File: config.mk
export PLATFORM = sky130hd
export DESIGN_NAME = crc16_frame_builder
export DESIGN_NICKNAME = d
export VERILOG_FILES = /design/src/rtl/crcfb_pkg.sv /design/src/rtl/crcfb_front.sv /design/src/rtl/crcfb_queue.sv /design/src/rtl/crcfb_back.sv /design/src/rtl/crc16_frame_builder.sv
export VERILOG_INCLUDE_DIRS = /design/src /design/src/rtl
export SDC_FILE = /design/constraint.sdc
export NUM_CORES = 1
export LEC_CHECK = 0
export ABC_CLOCK_PERIOD_IN_PS = 3000
export CAP_MARGIN = 20
export CORE_MARGIN = 1.5
export CORE_UTILIZATION = 50
export DETAILED_ROUTE_END_ITERATION = 10
export DONT_BUFFER_PORTS = 1
export HOLD_SLACK_MARGIN = 0.03
export PLACE_DENSITY = 0.71
export SLEW_MARGIN = 40
export SYNTH_ARGS = -nofsm -noshare
export SYNTH_HDL_FRONTEND = slang
export SYNTH_SLANG_ARGS = --single-unit
File: constraint.sdc
create_clock -name aclk -period 3 [get_ports aclk]
set_clock_uncertainty 0.05 [all_clocks]
set_input_delay 0.9 -clock aclk [delete_from_list [all_inputs] [get_ports aclk]]
set_output_delay 0.9 -clock aclk [all_outputs]
set_load 0.005 [all_outputs]
File: src/rtl/assert_macros.svh
// Assertion macros shared by the frame builder modules.
// Depends on nothing; included by the files that carry assertions.
`ifndef ASSERT_MACROS_SVH
`define ASSERT_MACROS_SVH

// The consequent must hold in the same cycle as the antecedent.
`define ASSERT_SAME(name, clk, rst_n, ante, cons) \
    name: assert property (@(posedge clk) disable iff (!rst_n) (ante) |-> (cons)) \
        else $error("same-cycle check failed");

// The consequent must hold in the cycle after the antecedent.
`define ASSERT_NEXT(name, clk, rst_n, ante, cons) \
    name: assert property (@(posedge clk) disable iff (!rst_n) (ante) |=> (cons)) \
        else $error("next-cycle check failed");

`endif

File: src/rtl/crcfb_pkg.sv
// Package for the CRC-16 frame builder: constants, the job record and the
// byte-wise CRC function. Depends on nothing.
package crcfb_pkg;

    localparam logic [7:0]  FRAME_MARKER = 8'hA5;
    localparam logic [15:0] CRC_POLY     = 16'h1021;
    localparam logic [15:0] CRC_INIT     = 16'hFFFF;
    localparam logic [15:0] LEN_RESET    = 16'd64;
    localparam int          QUEUE_DEPTH  = 4;

    typedef struct packed {
        logic [7:0]  data;
        logic        header;
        logic        trailer;
        logic [15:0] length;
        logic [15:0] crc;
    } job_t;

    function automatic logic [15:0] crc16_byte(input logic [15:0] crc_in,
                                               input logic [7:0] b);
        logic [15:0] c;
        c = crc_in ^ {b, 8'h00};
        for (int i = 0; i < 8; i++) begin
            if (c[15]) begin
                c = {c[14:0], 1'b0} ^ CRC_POLY;
            end else begin
                c = {c[14:0], 1'b0};
            end
        end
        return c;
    endfunction

endpackage

File: src/rtl/crcfb_front.sv
// Front end: holds the length register, counts payload bytes and runs the
// CRC, turning each accepted byte into a job. Depends on crcfb_pkg.
`include "assert_macros.svh"

module crcfb_front
    import crcfb_pkg::*;
(
    input  logic        aclk,
    input  logic        aresetn,
    input  logic        cfg_wr_en,
    input  logic [15:0] cfg_wr_data,
    input  logic        s_tvalid,
    output logic        s_tready,
    input  logic [7:0]  s_tdata,
    input  logic        q_full,
    output logic        q_push,
    output job_t        q_job
);

    logic [15:0] length_reg;
    logic [15:0] bytes_seen_reg, bytes_seen_next;
    logic [15:0] crc_reg, crc_next;
    logic [16:0] count;
    logic [16:0] limit;
    logic [15:0] crc_new;
    logic        frame_done;

    assign s_tready   = !q_full;
    assign q_push     = s_tvalid && s_tready;
    assign count      = {1'b0, bytes_seen_reg} + 17'd1;
    assign limit      = (length_reg == 16'd0) ? 17'h10000 : {1'b0, length_reg};
    assign frame_done = (count >= limit);
    assign crc_new    = crc16_byte(crc_reg, s_tdata);

    always_comb begin
        q_job.data    = s_tdata;
        q_job.header  = (bytes_seen_reg == 16'd0);
        q_job.trailer = frame_done;
        q_job.length  = length_reg;
        q_job.crc     = crc_new;
    end

    always_comb begin
        bytes_seen_next = bytes_seen_reg;
        crc_next        = crc_reg;
        if (q_push) begin
            if (frame_done) begin
                bytes_seen_next = 16'd0;
                crc_next        = CRC_INIT;
            end else begin
                bytes_seen_next = count[15:0];
                crc_next        = crc_new;
            end
        end
    end

    always_ff @(posedge aclk) begin
        if (!aresetn) begin
            length_reg     <= LEN_RESET;
            bytes_seen_reg <= 16'd0;
            crc_reg        <= CRC_INIT;
        end else begin
            if (cfg_wr_en) begin
                length_reg <= cfg_wr_data;
            end
            bytes_seen_reg <= bytes_seen_next;
            crc_reg        <= crc_next;
        end
    end

    // A byte that closes a frame leaves the counters ready for the next one.
    `ASSERT_NEXT(a_frame_restart, aclk, aresetn, q_push && frame_done, (bytes_seen_reg == 16'd0) && (crc_reg == CRC_INIT))
    // A header is only ever attached while the CRC is still at its start value.
    `ASSERT_SAME(a_header_crc_init, aclk, aresetn, q_push && q_job.header, crc_reg == CRC_INIT)

endmodule

File: src/rtl/crcfb_queue.sv
// Short job queue between the front and back ends, held in flip-flops.
// Depends on crcfb_pkg for the job record.
`include "assert_macros.svh"

module crcfb_queue
    import crcfb_pkg::*;
#(
    parameter int DEPTH = QUEUE_DEPTH
) (
    input  logic aclk,
    input  logic aresetn,
    input  logic push,
    input  job_t push_job,
    output logic full,
    input  logic pop,
    output logic head_valid,
    output job_t head_job
);

    localparam int PTR_W = (DEPTH > 1) ? $clog2(DEPTH) : 1;
    localparam int CNT_W = $clog2(DEPTH + 1);

    job_t             slots_reg [DEPTH];
    logic [PTR_W-1:0] wr_ptr_reg, wr_ptr_next;
    logic [PTR_W-1:0] rd_ptr_reg, rd_ptr_next;
    logic [CNT_W-1:0] count_reg, count_next;
    logic             do_push, do_pop;

    assign full       = (count_reg == CNT_W'(DEPTH));
    assign head_valid = (count_reg != '0);
    assign head_job   = slots_reg[rd_ptr_reg];
    assign do_push    = push && !full;
    assign do_pop     = pop && head_valid;

    always_comb begin
        wr_ptr_next = wr_ptr_reg;
        rd_ptr_next = rd_ptr_reg;
        count_next  = count_reg;
        if (do_push) begin
            wr_ptr_next = (wr_ptr_reg == PTR_W'(DEPTH - 1)) ? '0 : wr_ptr_reg + 1'b1;
        end
        if (do_pop) begin
            rd_ptr_next = (rd_ptr_reg == PTR_W'(DEPTH - 1)) ? '0 : rd_ptr_reg + 1'b1;
        end
        if (do_push && !do_pop) begin
            count_next = count_reg + 1'b1;
        end else if (do_pop && !do_push) begin
            count_next = count_reg - 1'b1;
        end
    end

    always_ff @(posedge aclk) begin
        if (!aresetn) begin
            wr_ptr_reg <= '0;
            rd_ptr_reg <= '0;
            count_reg  <= '0;
        end else begin
            wr_ptr_reg <= wr_ptr_next;
            rd_ptr_reg <= rd_ptr_next;
            count_reg  <= count_next;
        end
    end

    always_ff @(posedge aclk) begin
        if (do_push) begin
            slots_reg[wr_ptr_reg] <= push_job;
        end
    end

    `ASSERT_SAME(a_no_push_full, aclk, aresetn, push, !full)
    `ASSERT_SAME(a_no_pop_empty, aclk, aresetn, pop, head_valid)

endmodule

File: src/rtl/crcfb_back.sv
// Back end: sends marker and length (header), payload and CRC (trailer) bytes
// per job on the registered output channel. Depends on crcfb_pkg.
`include "assert_macros.svh"

module crcfb_back
    import crcfb_pkg::*;
(
    input  logic       aclk,
    input  logic       aresetn,
    input  logic       head_valid,
    input  job_t       head_job,
    output logic       pop,
    output logic       m_tvalid,
    input  logic       m_tready,
    output logic [7:0] m_tdata,
    output logic       m_tlast,
    output logic [0:0] m_tuser
);

    typedef enum logic [2:0] {
        ST_MARK, ST_LEN_LO, ST_LEN_HI, ST_DATA, ST_CRC_LO, ST_CRC_HI
    } step_t;

    step_t      step_reg;
    logic       busy_reg;
    step_t      cur_step, nxt_step;
    logic       load;
    logic       job_last;
    logic [7:0] byte_sel;
    logic       m_tvalid_reg;
    logic [7:0] m_tdata_reg;
    logic       m_tlast_reg;
    logic       run_last_reg;

    assign cur_step = busy_reg ? step_reg : (head_job.header ? ST_MARK : ST_DATA);
    assign load     = head_valid && (!m_tvalid_reg || m_tready);
    assign job_last = ((cur_step == ST_DATA) && !head_job.trailer) || (cur_step == ST_CRC_HI);
    assign pop      = load && job_last;

    always_comb begin
        byte_sel = head_job.data;
        nxt_step = ST_DATA;
        case (cur_step)
            ST_MARK: begin
                byte_sel = FRAME_MARKER;
                nxt_step = ST_LEN_LO;
            end
            ST_LEN_LO: begin
                byte_sel = head_job.length[7:0];
                nxt_step = ST_LEN_HI;
            end
            ST_LEN_HI: begin
                byte_sel = head_job.length[15:8];
                nxt_step = ST_DATA;
            end
            ST_DATA: begin
                byte_sel = head_job.data;
                nxt_step = ST_CRC_LO;
            end
            ST_CRC_LO: begin
                byte_sel = head_job.crc[7:0];
                nxt_step = ST_CRC_HI;
            end
            ST_CRC_HI: begin
                byte_sel = head_job.crc[15:8];
                nxt_step = ST_MARK;
            end
            default: begin
                byte_sel = head_job.data;
                nxt_step = ST_DATA;
            end
        endcase
    end

    always_ff @(posedge aclk) begin
        if (!aresetn) begin
            step_reg     <= ST_MARK;
            busy_reg     <= 1'b0;
            m_tvalid_reg <= 1'b0;
        end else begin
            if (load) begin
                m_tvalid_reg <= 1'b1;
                busy_reg     <= !job_last;
                step_reg     <= nxt_step;
            end else if (m_tready) begin
                m_tvalid_reg <= 1'b0;
            end
        end
    end

    always_ff @(posedge aclk) begin
        if (load) begin
            m_tdata_reg  <= byte_sel;
            m_tlast_reg  <= (cur_step == ST_CRC_HI);
            run_last_reg <= job_last;
        end
    end

    assign m_tvalid   = m_tvalid_reg;
    assign m_tdata    = m_tdata_reg;
    assign m_tlast    = m_tlast_reg;
    assign m_tuser[0] = run_last_reg;

    // The last byte of a frame is always the last byte of its input word.
    `ASSERT_SAME(a_end_is_run_last, aclk, aresetn, m_tvalid && m_tlast, m_tuser[0])
    // A job in progress keeps its queue entry until its last byte is loaded.
    `ASSERT_SAME(a_busy_has_job, aclk, aresetn, busy_reg, head_valid)

endmodule

File: src/rtl/crc16_frame_builder.sv
// Top level of the CRC-16 frame builder: front end, job queue, back end.
// Depends on crcfb_pkg, crcfb_front, crcfb_queue and crcfb_back.
//
//  Port group     Direction  Payload
//  cfg_wr_*       in         payload_length[15:0]
//  s_axis-style   in         s_tdata = data_byte
//  m_axis-style   out        m_tdata = out_byte, m_tlast = frame_end, m_tuser = run_last
//
// The front end takes one payload word a cycle while the queue has room.
// The back end sends one byte a cycle from its output register while a job
// is queued and m_tready is high: four bytes for a word that opens a frame,
// three for one that closes it, six for one that opens and closes it and one
// for any other. A word's first byte passes through a queue slot and the output
// register before it is valid. Reset is synchronous and active low and clears
// the counters, queue and output valid. Each side stalls on its own through the queue.

module crc16_frame_builder
    import crcfb_pkg::*;
#(
    parameter int FIFO_DEPTH = QUEUE_DEPTH
) (
    input  logic        aclk,
    input  logic        aresetn,
    input  logic        cfg_wr_en,
    input  logic [15:0] cfg_wr_data,  // payload_length
    input  logic        s_tvalid,
    output logic        s_tready,
    input  logic [7:0]  s_tdata,      // data_byte
    output logic        m_tvalid,
    input  logic        m_tready,
    output logic [7:0]  m_tdata,      // out_byte
    output logic        m_tlast,      // frame_end
    output logic [0:0]  m_tuser       // run_last
);

    logic q_full;
    logic q_push;
    job_t q_job;
    logic q_pop;
    logic q_valid;
    job_t q_head;

    crcfb_front u_front (
        .aclk        (aclk),
        .aresetn     (aresetn),
        .cfg_wr_en   (cfg_wr_en),
        .cfg_wr_data (cfg_wr_data),
        .s_tvalid    (s_tvalid),
        .s_tready    (s_tready),
        .s_tdata     (s_tdata),
        .q_full      (q_full),
        .q_push      (q_push),
        .q_job       (q_job)
    );

    crcfb_queue #(
        .DEPTH (FIFO_DEPTH)
    ) u_queue (
        .aclk       (aclk),
        .aresetn    (aresetn),
        .push       (q_push),
        .push_job   (q_job),
        .full       (q_full),
        .pop        (q_pop),
        .head_valid (q_valid),
        .head_job   (q_head)
    );

    crcfb_back u_back (
        .aclk       (aclk),
        .aresetn    (aresetn),
        .head_valid (q_valid),
        .head_job   (q_head),
        .pop        (q_pop),
        .m_tvalid   (m_tvalid),
        .m_tready   (m_tready),
        .m_tdata    (m_tdata),
        .m_tlast    (m_tlast),
        .m_tuser    (m_tuser)
    );

endmodule
Word level (Yosys, flattened, before mapping)
Memory sizes are Yosys's and may differ from the RTL's. A register that Yosys moved wholly into a read port is not among the register bits.
Index checks and enable logic that the tools add are counted.
Word-level totals
  bits in registers: 70
  bits in writable memories: 168
  bits of input ports: 29
  output and inout bits: 12
  word-level logic and storage cells: 83
  memories: 1
Cells by class
  add/sub/neg operators: 5
  magnitude comparators: 1
  equality and inequality tests: 8
  multiplexer cells: 25
  bitwise gates (word level): 9
  reductions and logical operators: 22
Memories
  u_queue.slots_reg: depth 4, bits a word 42, rd ports 1, clocked after Yosys merged registers in 1, write ports 1, RTL line crcfb_queue.sv:23  | job_t slots_reg [DEPTH];
Operator list (number)
  two-way mux 13 bit: 8
  case mux 8 bit (5 select lines): 1
  logical NOT 16 bit: 2
  two-way mux 16 bit: 2
  NOT 3 bit: 8
  adder 16 x 1 -> 17 bit, second input constant: 1
  greater-or-equal comparator 17 bit: 1
  two-way mux 17 bit: 1
  XOR 16 bit: 1
  case mux 3 bit (5 select lines): 1
  two-way mux 2 bit: 5
  equality test 3 bit, second input constant: 3
  two-way mux 3 bit: 3
  logical AND 1 bit: 8
  equality test 3 x 2 -> 1 bit, second input constant: 2
  logical NOT 1 bit: 6
  adder 2 x 1 -> 2 bit, second input constant: 2
  equality test 2 bit, second input constant: 2
  two-way mux 1 bit: 4
  nonzero test 2 bit: 2
  adder 3 x 1 -> 3 bit, second input constant: 1
  equality test 3 x 1 -> 1 bit, second input constant: 1
  logical NOT 3 bit: 1
  nonzero test 3 bit: 1
  2 further kinds: 3

Longest topological paths before layout
  depth after elaboration: 18
  mapped depth: 13
  mapped depth without buffers: 11

Cells and area by module
From an unflattened synthesis, not the netlist that was laid out.
Second synthesis, totals
  cell total of the unflattened synthesis: 694
  area total of the unflattened synthesis: 10510.1 µm²
By module, submodules not included
  crcfb_queue: times used 1, cells an instance 271, area an instance 6595.1 µm²
  crcfb_front: times used 1, cells an instance 310, area an instance 2865.2 µm²
  crcfb_back: times used 1, cells an instance 113, area an instance 1049.8 µm²

Least setup slack after synthesis
No wires, ideal clock.
  path type: reg-to-reg
  start point: register u_front.bytes_seen_reg[0]
  end point: register u_front.crc_reg[11]
  setup time: 0.122 ns
  data arrival time: 2.936 ns
  data required time: 2.828 ns
  path slack: -0.108 ns
  stages on the path, launching flop included: 14
  path through: dfxtp_1 ha_1 and3_1 and4_1 buf_2 and4_1 xor2_1 ha_1 a21oi_1 o21ai_0 a221oi_2 nand4_4 buf_6 o32a_1
Between the ends
  longest elaborated chain between the ends: 3
Ends and longest elaborated chain
  start: declaration: RTL line crcfb_front.sv:21  | logic [15:0] bytes_seen_reg, bytes_seen_next;
  start signal: assignment: RTL line crcfb_front.sv:66  | bytes_seen_reg <= bytes_seen_next;
  adder 16 x 1 -> 17 bit: RTL line crcfb_front.sv:30  | assign count = {1'b0, bytes_seen_reg} + 17'd1;
  greater-or-equal comparator 17 bit: RTL line crcfb_front.sv:32  | assign frame_done = (count >= limit);
  two-way mux 16 bit: RTL line crcfb_front.sv:47  | if (frame_done) begin
  end signal: assignment: RTL line crcfb_front.sv:67  | crc_reg <= crc_next;
  end: declaration: RTL line crcfb_front.sv:22  | logic [15:0] crc_reg, crc_next;
Every way passes these cells.
A chain may end at the register's enable or synchronous reset.

Final worst setup path
  start point: register u_front.bytes_seen_reg[2]
  end point: register u_front.crc_reg[15]
The elaborated chain is that of the path after synthesis.

==> out/metrics.csv <==
stage,metric,value,unit
sta,final hold vios,0,
drt,antenna-violating nets left,0,
floorplanning,FP Rows,52,
global_route,vias in the first global route,6144,
sta,final hold slack,431,ps
synthesis,Mapped Cells,689,
cts,CTS Buf Count,24,
sta,setup TNS,-94.8,ps
layout,nets,800,
drt,WL per Instance,21.4,µm
synthesis,synthesized area,0.0104,mm²
sta,fmax,331,MHz
sta,setup violators final,12,
layout,Largest register FFs,168,
synthesis,Yosys reg bits,240,
cts,H-tree levels,1,
drt,DR iter-0 viols,490,
run_status,failing checks,setup timing,
synthesis,Post-synth EDFFs,178,
cts,CTS tree,yes,
synthesis,YS warnings,0,
sta,final worst slack,-20.3,ps
sta,final cycle utilization of the critical path,101,%
placed_design,number of buffers added on ports,0,
cts,Clock Tree Buf Depth,3,
cts,Root Buffer,clkbuf_16,
critical_path,CP max FO,15,
placed_design,Placed Instances,979,
global_route,global-route wire length before repair,34300,µm
layout,Layout Cells excl Fill,1034,
power_and_ir_drop,Static Leak,0.00430,µW
cts,hold-fix buffers at CTS,0,
critical_path,"Req. time, crit path",3340,ps
drt,Initial DRT Pass Iterations,5,
floorplanning,Core Area,0.0203,mm²
placed_design,hpwl dp,14600,µm
hold_path,Hold Path Stages,0,
synthesis,Syn Nets,744,
synthesis,Post-synth ARST share,0,%
global_route,largest net degree at the start of global routing,53,
floorplanning,die width,147,µm
critical_path,Setup crit start kind,register,
sta,"Min Clock Period, post-route",3020,ps
synthesis,Syn Area/Cell,15.1,µm²
synthesis,Yosys top cell area share,51.5,%
floorplanning,# IOs,41,
critical_path,"reg-to-reg slack, setup",-20,ps
drt,"wirelength, routed",22200,µm
drt,Via Count,6099,
synthesis,Synth Flop Type,edfxtp_1,
critical_path,Setup Crit Path Kind,reg -> reg,
sta,Relative slew margins,46.9,%
sta,"Slew Viols, Final",0,
floorplanning,die area,0.0216,mm²
sta,RSZ-0062 raised after global routing,true,
floorplanning,die height,147,µm
sta,worst-margin pin slew,793,ps
global_route,GRT Residual Overflow,0,
placed_design,GP Congestion,0.890,
critical_path,Register-to-Register Path Depth,11,
global_route,initial antenna violation count,1,
cts,clock sinks,240,
placed_design,dpl ws,-155,ps
synthesis,Synth cell types,55,
layout,layout cells sized above 1,26.2,%
cts,clock slew at reported path FFs,60,ps
power_and_ir_drop,worst vdd ir,0.540,mV
synthesis,"Seq/Total Area, Yosys",63.4,%
job,number of max-cap violations,0,
drt,DR DRC count,0,
critical_path,CP Capture Type,register,
synthesis,Area contributors post-synth,"edfxtp_1, dfxtp_1, mux4_2",
hold_path,Hold Path End,u_queue.slots_reg[2][37],
critical_path,crit path DAT,3360,ps
critical_path,reg2reg end,u_front.crc_reg[15],
global_route,GRT Total Usage,20.5,%
floorplanning,initial core utilization,51.2,%
power_and_ir_drop,Power Dens Cells,858,mW/mm²
hold_path,HP Class,in -> reg,
hold_path,Worst Hold Launch,s_tdata[3],
cts,Clock Latency Late Sink,510,ps
synthesis,Yosys top cell by area,edfxtp_1,
run_status,status,"complete, but fails checks",
drt,Vias/cell,5.90,
layout,area grow syn2layout,16.9,%
critical_path,reg2reg start,u_front.bytes_seen_reg[2],
-- how the worst max path moves through the flow --
stage | slack, ps | depth (start not counted) | from | endpoint
after floorplan | 20 | 13 | u_front.bytes_seen_reg[2] | u_front.crc_reg[11]
after global placement | -130 | 12 | u_front.bytes_seen_reg[2] | u_front.bytes_seen_reg[8]
after detailed placement | -160 | 12 | u_front.bytes_seen_reg[2] | u_front.bytes_seen_reg[8]
after CTS | -9 | 13 | u_front.bytes_seen_reg[1] | u_front.crc_reg[15]
after global routing | -160 | 13 | u_front.bytes_seen_reg[2] | u_front.crc_reg[12]
final | -20 | 11 | u_front.bytes_seen_reg[2] | u_front.crc_reg[15]
-- layout by cell type, fill, tap and decap left out, types with 12 or more instances in the layout --
cell	Yosys	layout
a21oi_1	15	12
and3_1	19	13
buf_4	1	64
clkbuf_16	0	25
dfxtp_1	62	55
edfxtp_1	178	178
ha_1	25	23
inv_1	33	33
mux2i_1	22	22
mux4_2	42	42
nand2_1	36	34
nor2_1	13	12
nor2b_1	19	19
o32a_1	15	15
xnor2_1	26	22
-- synthesized netlist by cell type, types with 7 or more instances --
master / number
nand3_1: 8
o41ai_2: 7
dfxtp_1: 62
and3_1: 19
nor4_1: 7
xor2_1: 13
o32a_1: 15
nand2_1: 36
nor3_1: 8
a21oi_1: 15
a22oi_1: 8
buf_2: 13
nor2b_1: 19
o21ai_1: 10
ha_1: 25
mux2i_1: 22
edfxtp_1: 178
a41oi_1: 8
clkbuf_1: 26
nor2_1: 13
xnor2_1: 26
o22a_1: 8
inv_1: 33
mux4_2: 42
-- stage by stage --
stage | util [%] | power [µW] | area, µm²
2_1_floorplan | - | 6650 | 10400
3_3_place_gp | 54.6 | 7410 | 11100
3_5_place_dp | 54.6 | 7550 | 11100
4_1_cts | 58.6 | 10400 | 11900
5_1_grt | 59.8 | 10800 | 12100
6_report | 59.8 | 10400 | 12100
-- layer usage --
layer  wire, µm  share of wire (%)  global-route usage [%]  up-vias
li1           -                  -                       -     2797
met1       9400                 42                    27.0     3118
met2      11100                 50                    35.2      140
met3       1030                4.6                    3.35       44
met4        624                2.8                    6.25        0
met5          0                  0                       0        -
-- report_power, final --
group	total [µW]	switching, µW	internal, µW
clock network	2890	1180	1710
registers	4790	269	4520
logic	2730	1580	1150
-- area by class of cell --
type                            count  area, µm²
Antenna cell                        1       2.50
Sequential cell                   240       6600
Clock inverter                      6       51.3
Inverter                           33        124
Clock buffer                       38        714
Tap cell                          270        338
Multi-Input combinational cell    374       3690
Timing Repair Buffer               72        618
Fill cell                        1520       8160
-- critical path: stages, from the launching register on --
cell and delay [ps]:
dfxtp_2 360, nand4_1 190, nor3_4 290, buf_4 160
xor2_1 180, ha_1 290, a21o_1 170, a221o_1 370
o21ai_4 190, nand4_4 170, buf_12 190, o32a_1 290
-- timing repair --
action / in CTS / in global routing
gates resized for setup: 14 / 29
setup buffers: 0 / 9
setup endpoints to repair: 35 / 35
gates cloned: 0 / 1
pin swaps: 3 / 10
-- cells by family after synthesis --
kind of cell,Yosys count,share of synthesized area (%)
buffers and inverters,75,3.05
AOI/OAI and AO/OA,106,8.30
adders and majority gates,26,3.20
and+or+nand+nor,139,7.51
DFF,240,63.4
muxes,64,11.2
xor gates and xnor gates,39,3.29
No activity file was read; power rests on OpenSTA's default activity.
